`src/design/qvo_pkg.sv`:
```
`timescale 1ns / 1ps
// ----------------------------------------------------------------------------
// Quad vertex order package
// Shared widths, corner types and the corner pair list.
// ----------------------------------------------------------------------------
package qvo_pkg;

    localparam int COORD_BITS  = 16;
    localparam int PATCH_BITS  = COORD_BITS + 1;
    localparam int DIFF_BITS   = COORD_BITS + 1;
    localparam int PROD_BITS   = 2 * DIFF_BITS;
    localparam int CROSS_BITS  = PROD_BITS + 1;
    localparam int SQ_BITS     = 2 * COORD_BITS + 1;
    localparam int ROOT_W      = 2 * PATCH_BITS;
    localparam int IN_FIELDS_W = 8 * COORD_BITS;
    localparam int IN_W        = ((IN_FIELDS_W + 7) / 8) * 8;
    localparam int OUT_FIELDS_W = 8 * COORD_BITS + 2 * PATCH_BITS;
    localparam int OUT_W       = ((OUT_FIELDS_W + 7) / 8) * 8;
    localparam int NPAIRS      = 6;

    typedef logic signed [COORD_BITS-1:0] coord_t;
    typedef logic signed [DIFF_BITS-1:0]  diff_t;
    typedef logic [1:0]                   idx_t;

    typedef struct packed {
        coord_t x;
        coord_t y;
    } corner_t;

    typedef corner_t [3:0] quad_t;

    // Unordered corner pairs (a, b) with a < b.
    localparam idx_t PAIR_A [NPAIRS] = '{2'd0, 2'd0, 2'd0, 2'd1, 2'd1, 2'd2};
    localparam idx_t PAIR_B [NPAIRS] = '{2'd1, 2'd2, 2'd3, 2'd2, 2'd3, 2'd3};

endpackage

```
`src/design/qvo_isqrt.sv`:
```
`timescale 1ns / 1ps
// ----------------------------------------------------------------------------
// Quad vertex order square root
// Pipelined integer square root, one result bit per register stage.
// ----------------------------------------------------------------------------
module qvo_isqrt (
    input  logic                            clk,
    input  logic                            en,
    input  logic [qvo_pkg::SQ_BITS-1:0]     radicand,
    output logic [qvo_pkg::PATCH_BITS-1:0]  root
);
    import qvo_pkg::*;

    logic [ROOT_W-1:0]     rem_reg  [PATCH_BITS];
    logic [PATCH_BITS-1:0] root_reg [PATCH_BITS];

    for (genvar s = 0; s < PATCH_BITS; s++)
    begin : g_stage
        localparam int B = PATCH_BITS - 1 - s;
        logic [ROOT_W-1:0]     rem_in;
        logic [ROOT_W-1:0]     trial;
        logic [PATCH_BITS-1:0] root_in;

        if (s == 0)
        begin : g_first
            assign rem_in  = ROOT_W'(radicand);
            assign root_in = '0;
        end
        else
        begin : g_next
            assign rem_in  = rem_reg[s-1];
            assign root_in = root_reg[s-1];
        end

        // (root + 2^B)^2 - root^2 = root * 2^(B+1) + 2^(2B)
        assign trial = (ROOT_W'(root_in) << (B + 1)) | (ROOT_W'(1) << (2 * B));

        always_ff @(posedge clk)
        begin
            if (en)
            begin
                if (rem_in >= trial)
                begin
                    rem_reg[s]  <= rem_in - trial;
                    root_reg[s] <= root_in | (PATCH_BITS'(1) << B);
                end
                else
                begin
                    rem_reg[s]  <= rem_in;
                    root_reg[s] <= root_in;
                end
            end
        end
    end

    assign root = root_reg[PATCH_BITS-1];

endmodule

```
`config.mk`:
```
export PLATFORM = sky130hd
export DESIGN_NAME = qvo_isqrt
export DESIGN_NICKNAME = d
export VERILOG_FILES = /design/src/design/qvo_pkg.sv /design/src/design/qvo_isqrt.sv
export SDC_FILE = /design/constraint.sdc
export NUM_CORES = 1
export LEC_CHECK = 0
export BUFFER_PORTS_ARGS = -buffer_cell sky130_fd_sc_hd__buf_2
export CAP_MARGIN = 10
export CELL_PAD_IN_SITES_DETAIL_PLACEMENT = 1
export CELL_PAD_IN_SITES_GLOBAL_PLACEMENT = 2
export CORE_UTILIZATION = 40
export CTS_BUF_LIST = sky130_fd_sc_hd__clkbuf_8
export DETAILED_ROUTE_END_ITERATION = 8
export GPL_TIMING_DRIVEN = 1
export PLACE_DENSITY_LB_ADDON = 0.15
export SETUP_SLACK_MARGIN = 0.3
export SLEW_MARGIN = 20
export SYNTH_ARGS = -nofsm -noshare
export SYNTH_HDL_FRONTEND = slang
export SYNTH_SLANG_ARGS = --single-unit
```
`constraint.sdc`:
```
create_clock -name clk -period 9.05 [get_ports clk]
set_input_delay 0.4525 -clock clk [delete_from_list [all_inputs] [get_ports clk]]
set_output_delay 0.4525 -clock clk [all_outputs]
set_load 0.1 [all_outputs]
```
### Yosys cells after proc, flatten, opt, wreduce, memory -nomap -nowiden

Memory sizes are Yosys's and may differ from the RTL's.
Index checks and enable logic that the tools add are counted.

| cells by class | value |
|---|---|
| $add $sub $neg | 17 |
| order comparisons | 17 |
| multiplexer cells | 136 |
| bitwise gates (word level) | 34 |

Operators by type and width:

| operator | count |
|---|---|
| $mux W34 | 17 |
| $mux W17 | 17 |
| $mux W1 | 102 |
| $ge A34 B18 Y1 | 1 |
| $ge A34 B19 Y1 | 1 |
| $ge A34 B20 Y1 | 1 |
| $ge A34 B21 Y1 | 1 |
| $ge A34 B22 Y1 | 1 |
| $ge A34 B23 Y1 | 1 |
| $ge A34 B24 Y1 | 1 |
| $ge A34 B25 Y1 | 1 |
| $ge A34 B26 Y1 | 1 |
| $ge A34 B27 Y1 | 1 |
| $ge A34 B28 Y1 | 1 |
| $ge A34 B29 Y1 | 1 |
| $ge A34 B30 Y1 | 1 |
| $ge A34 B31 Y1 | 1 |
| $ge A34 B32 Y1 | 1 |
| $ge A34 B33 Y1 | 1 |
| $or A1 B1 Y1 | 34 |
| $sub A33 B33 Y34 const B | 1 |
| $sub A34 B18 Y34 | 1 |
| $sub A34 B19 Y34 | 1 |
| $sub A34 B20 Y34 | 1 |
| 14 further kinds | 14 |

| word-level totals | value |
|---|---|
| register bits after elaboration | 0 |
| memory bits (writable) | 867 |
| output and inout port bits | 17 |
| word-level logic and storage cells | 206 |
| memories kept | 2 |

Memory list:

| memory | depth | bits a word | rd ports | clocked after memory_dff | wr ports | RTL line | RTL |
|---|---|---|---|---|---|---|---|
| rem_reg | 17 | 34 | 16 | 0 | 17 | qvo_isqrt.sv:14 | `logic [ROOT_W-1:0] rem_reg [PATCH_BITS];` |
| root_reg | 17 | 17 | 17 | 0 | 17 | qvo_isqrt.sv:15 | `logic [PATCH_BITS-1:0] root_reg [PATCH_BITS];` |

### Depth between registers and ports, before layout

An unclocked memory read counts as a cell.

| depth | value |
|---|---|
| depth after elaboration | 6 |
| depth in mapped cells | 12 |

### Worst setup path before layout

No wires, ideal clock.

| path | value |
|---|---|
| path kind | register to register |
| from | mem rem_reg[9][23] (netlist bit) |
| to | mem rem_reg[10][22] (netlist bit), data pin |
| library setup time | 0.260 ns |
| data arrival time | 2.741 ns |
| slack | 6.049 ns |
| stages on the path, launching flop included | 9 |
| clock period less this slack | 3.001 ns |
| path through | edfxtp_1 -> ha_1 -> or4_1 -> or3_1 -> or3_1 -> nor4bb_1 -> o2111a_1 -> buf_4 -> mux2_2 |

RTL lines:

| item | RTL line |
|---|---|
| start, declared | qvo_isqrt.sv:14 |

==> metrics <==
status finished clean; GRT met2 Usage 41.4%; # rows 105; Cell Area, Placed 34600 um2; slew at the pin with the worst max-slew slack 0.997 ns; clk buf depth 3; global-route wire length before repair 130 mm; GRT Overall Usage 20.4%; first-pass iteration count of the detailed router 5; Worst Setup End Kind flip-flop; largest net degree at the start of global routing 164; worst r2r src rem_reg[9][23]; Post-Place Cells 3668; worst min path class in2reg; number of CTS-inserted buffers 121; H-tree depth 3; die area 83900 um2; initial antenna violation count 2; clock tree sinks 697; crit path from rem_reg[9][23]; Post-Syn Instances 2593; post_cts resized 0; synth top area cells edfxtp_1 63%, ha_1 6.3%, xor2_1 3.1%; HP Start en; YS warnings 0; Die Span X 290 um; min Tclk post-route 3.63 ns; Most used DFF post-synth edfxtp_1; WL final 84.8 mm; max reg flops 544; Static Leakage 14.0 nW; Most Crowded Layer GR met2; Post-synth EDFFs 697; Mapped Avg Cell Area 12.8 um2; initial core utilization 40.4%; final setup fails 0; critical path arrival 4.15 ns; share of cells above drive strength 1 9.15%; non-filler instance count after layout 3925; RSZ-0062 raised after global routing no; via count 20900; register bit total from synthesis 697; area leader, netlist edfxtp_1; period utilization 40.2%; cell area after layout 37400 um2; Nets 2955; CTS root buf clkbuf_8; count of different cell masters after synthesis 75; CTS tree built; M1 GR Usage 20.5%; Worst R2R Setup Slack 5.42 ns; Peak VDD IR 0.000154 V; per-cell routed wire length 21.6 um; Layout Area Growth over Synthesis 13.0%; Synth top area share 63.2%; syn_nets 2794; clk slew on worst S/H paths 0.06 ns; Iter 0 DRT Violations 1027; pwr dens 231 nW/um2; port buffer count 51; crit-path max FO 20; IO Count 52; core box area 82000 um2; Setup Buffers After CTS 0; max_slew headroom 33.5%; Post-synth ARST share 0%; Die Span Y 290 um; GRT met3 Usage 3.06%; GPL Wtd Cong 0.841; number of vias per cell 5.32; sequential area share after synthesis 63.2%; Mapped Area 33100 um2; max-slew violation count 0; remaining global-route overflow 0; Worst setup SP type flip-flop; setup tns final 0 ns; # DRC 0; clock skew 0.0912 ns; Final Hold Vio Count 0; ANT nets after route 0; Detailed Place HPWL 62.7 mm; achievable clock frequency 275 MHz; Skew-Pair Late Insertion Delay 0.85 ns; Max Cap Viol 0; kind of critical path reg2reg; Worst EP required 9.57 ns; number of global-route vias before repair 22500
[through the flow]
stage | power, mW | utilization, % | hold WS, ns | setup WS [ns]
floorplan | 5.25 | - | 0.417 | 6.05
global placement | 5.74 | 42.2 | 0.430 | 5.11
detailed placement | 5.77 | 42.2 | 0.431 | 5.00
CTS | 8.76 | 45.6 | 0.192 | 5.40
global route | 9.06 | 45.6 | 0.216 | 5.08
finish | 8.63 | 45.6 | 0.238 | 5.42
[timing repair]
item                                    in CTS  in global routing
hold buffers                                33                  0
endpoints found under the setup margin       0                  0
hold endpoints to repair                    35                  0
[synth_stat cells (all sizes together), types with 7 or more instances]
cell type,number
nand4b,8
o21ai,156
and2,9
nand3,44
edfxtp,697
nor3,76
o211ai,20
buf,12
o21a,30
nand3b,8
nor4,77
mux2i,8
or4,18
nor2b,21
nor2,159
clkbuf,48
mux2,16
a31oi,9
a2111oi,7
o2111ai,11
nor3b,8
or2,11
a211oi,14
a21o,29
o31ai,16
xor2,116
nand2,175
nand4,35
nor4bb,9
nor4b,26
nand2b,30
ha,166
a21oi,113
xnor2,113
inv,198
or3,24
and3,12
[cell type report]
cell class	count	area [um2]
inverters	198	743
repair buffers	98	726
diodes	2	5.00
fillers	8489	44600
clock inverters	101	807
multi-input cells	1638	11200
flip-flops and latches	697	20900
well taps	1070	1340
clock buffers	121	1670
[path summary, 6_finish.rpt]
check | end | depth (start not counted)
max | rem_reg[10][22] | 8
min | rem_reg[14][2] | 1
max reg2reg | rem_reg[10][22] | 8
min reg2reg | rem_reg[2][2] | 0
[worst max-delay path, cell delays in order (launching register included)]
cell      delay (ns)
edfxtp_1        0.40
ha_1            0.26
or4_1           0.57
or3_1           0.37
or3_1           0.39
nor4bb_1        0.31
o2111a_1        0.42
buf_4           0.31
mux2_2          0.36
[cell usage in the layout, fill, tap and decap left out, types with 14 or more instances in the layout]
cell | netlist | final
a211oi_1 | 14 | 14
a21o_1 | 29 | 29
a21oi_1 | 113 | 113
buf_2 | 6 | 50
clkbuf_8 | 0 | 121
clkinv_1 | 0 | 30
clkinv_2 | 0 | 19
dlygate4sd3_1 | 0 | 33
edfxtp_1 | 697 | 697
ha_1 | 166 | 166
inv_1 | 197 | 232
mux2_2 | 16 | 16
nand2_1 | 175 | 175
nand2b_1 | 30 | 30
nand3_1 | 44 | 44
nand4_1 | 35 | 35
nor2_1 | 159 | 159
nor2b_1 | 21 | 21
nor3_1 | 76 | 76
nor4_1 | 77 | 76
nor4b_1 | 25 | 25
o211ai_1 | 20 | 20
o21a_1 | 30 | 30
o21ai_0 | 155 | 155
o31ai_1 | 16 | 16
or3_1 | 23 | 23
or4_1 | 17 | 16
xnor2_1 | 113 | 113
xor2_1 | 116 | 116
[cell families (layout without fill, tap and decap cells)]
logic type      count (synthesis)  in the layout  share of synthesized area [%]
simple gates                  765            765                           12.1
flops                         697            697                           63.2
compound gates                454            454                           8.49
buf+inv                       258            518                           3.03
xor+xnor                      229            229                           6.06
fa+ha+maj                     166            166                           6.27
mux                            24             24                          0.786
other cells                     0              2                              0
[routing by layer]
layer / vias to the layer above / part of all wire (%)
met2: 295 / 57
li1: 10000 / -
met1: 10400 / 37
met3: 165 / 2.6
met5: - / 0
met4: 0 / 3.3
[power breakdown]
part | internal [mW] | switching [mW] | total, mW
Sequential | 4.03 | 0.308 | 4.34
Combinational | 0.552 | 0.812 | 1.36
Clock | 1.54 | 1.40 | 2.93
Total | 6.12 | 2.52 | 8.63
(Power assumes the default switching activity.)
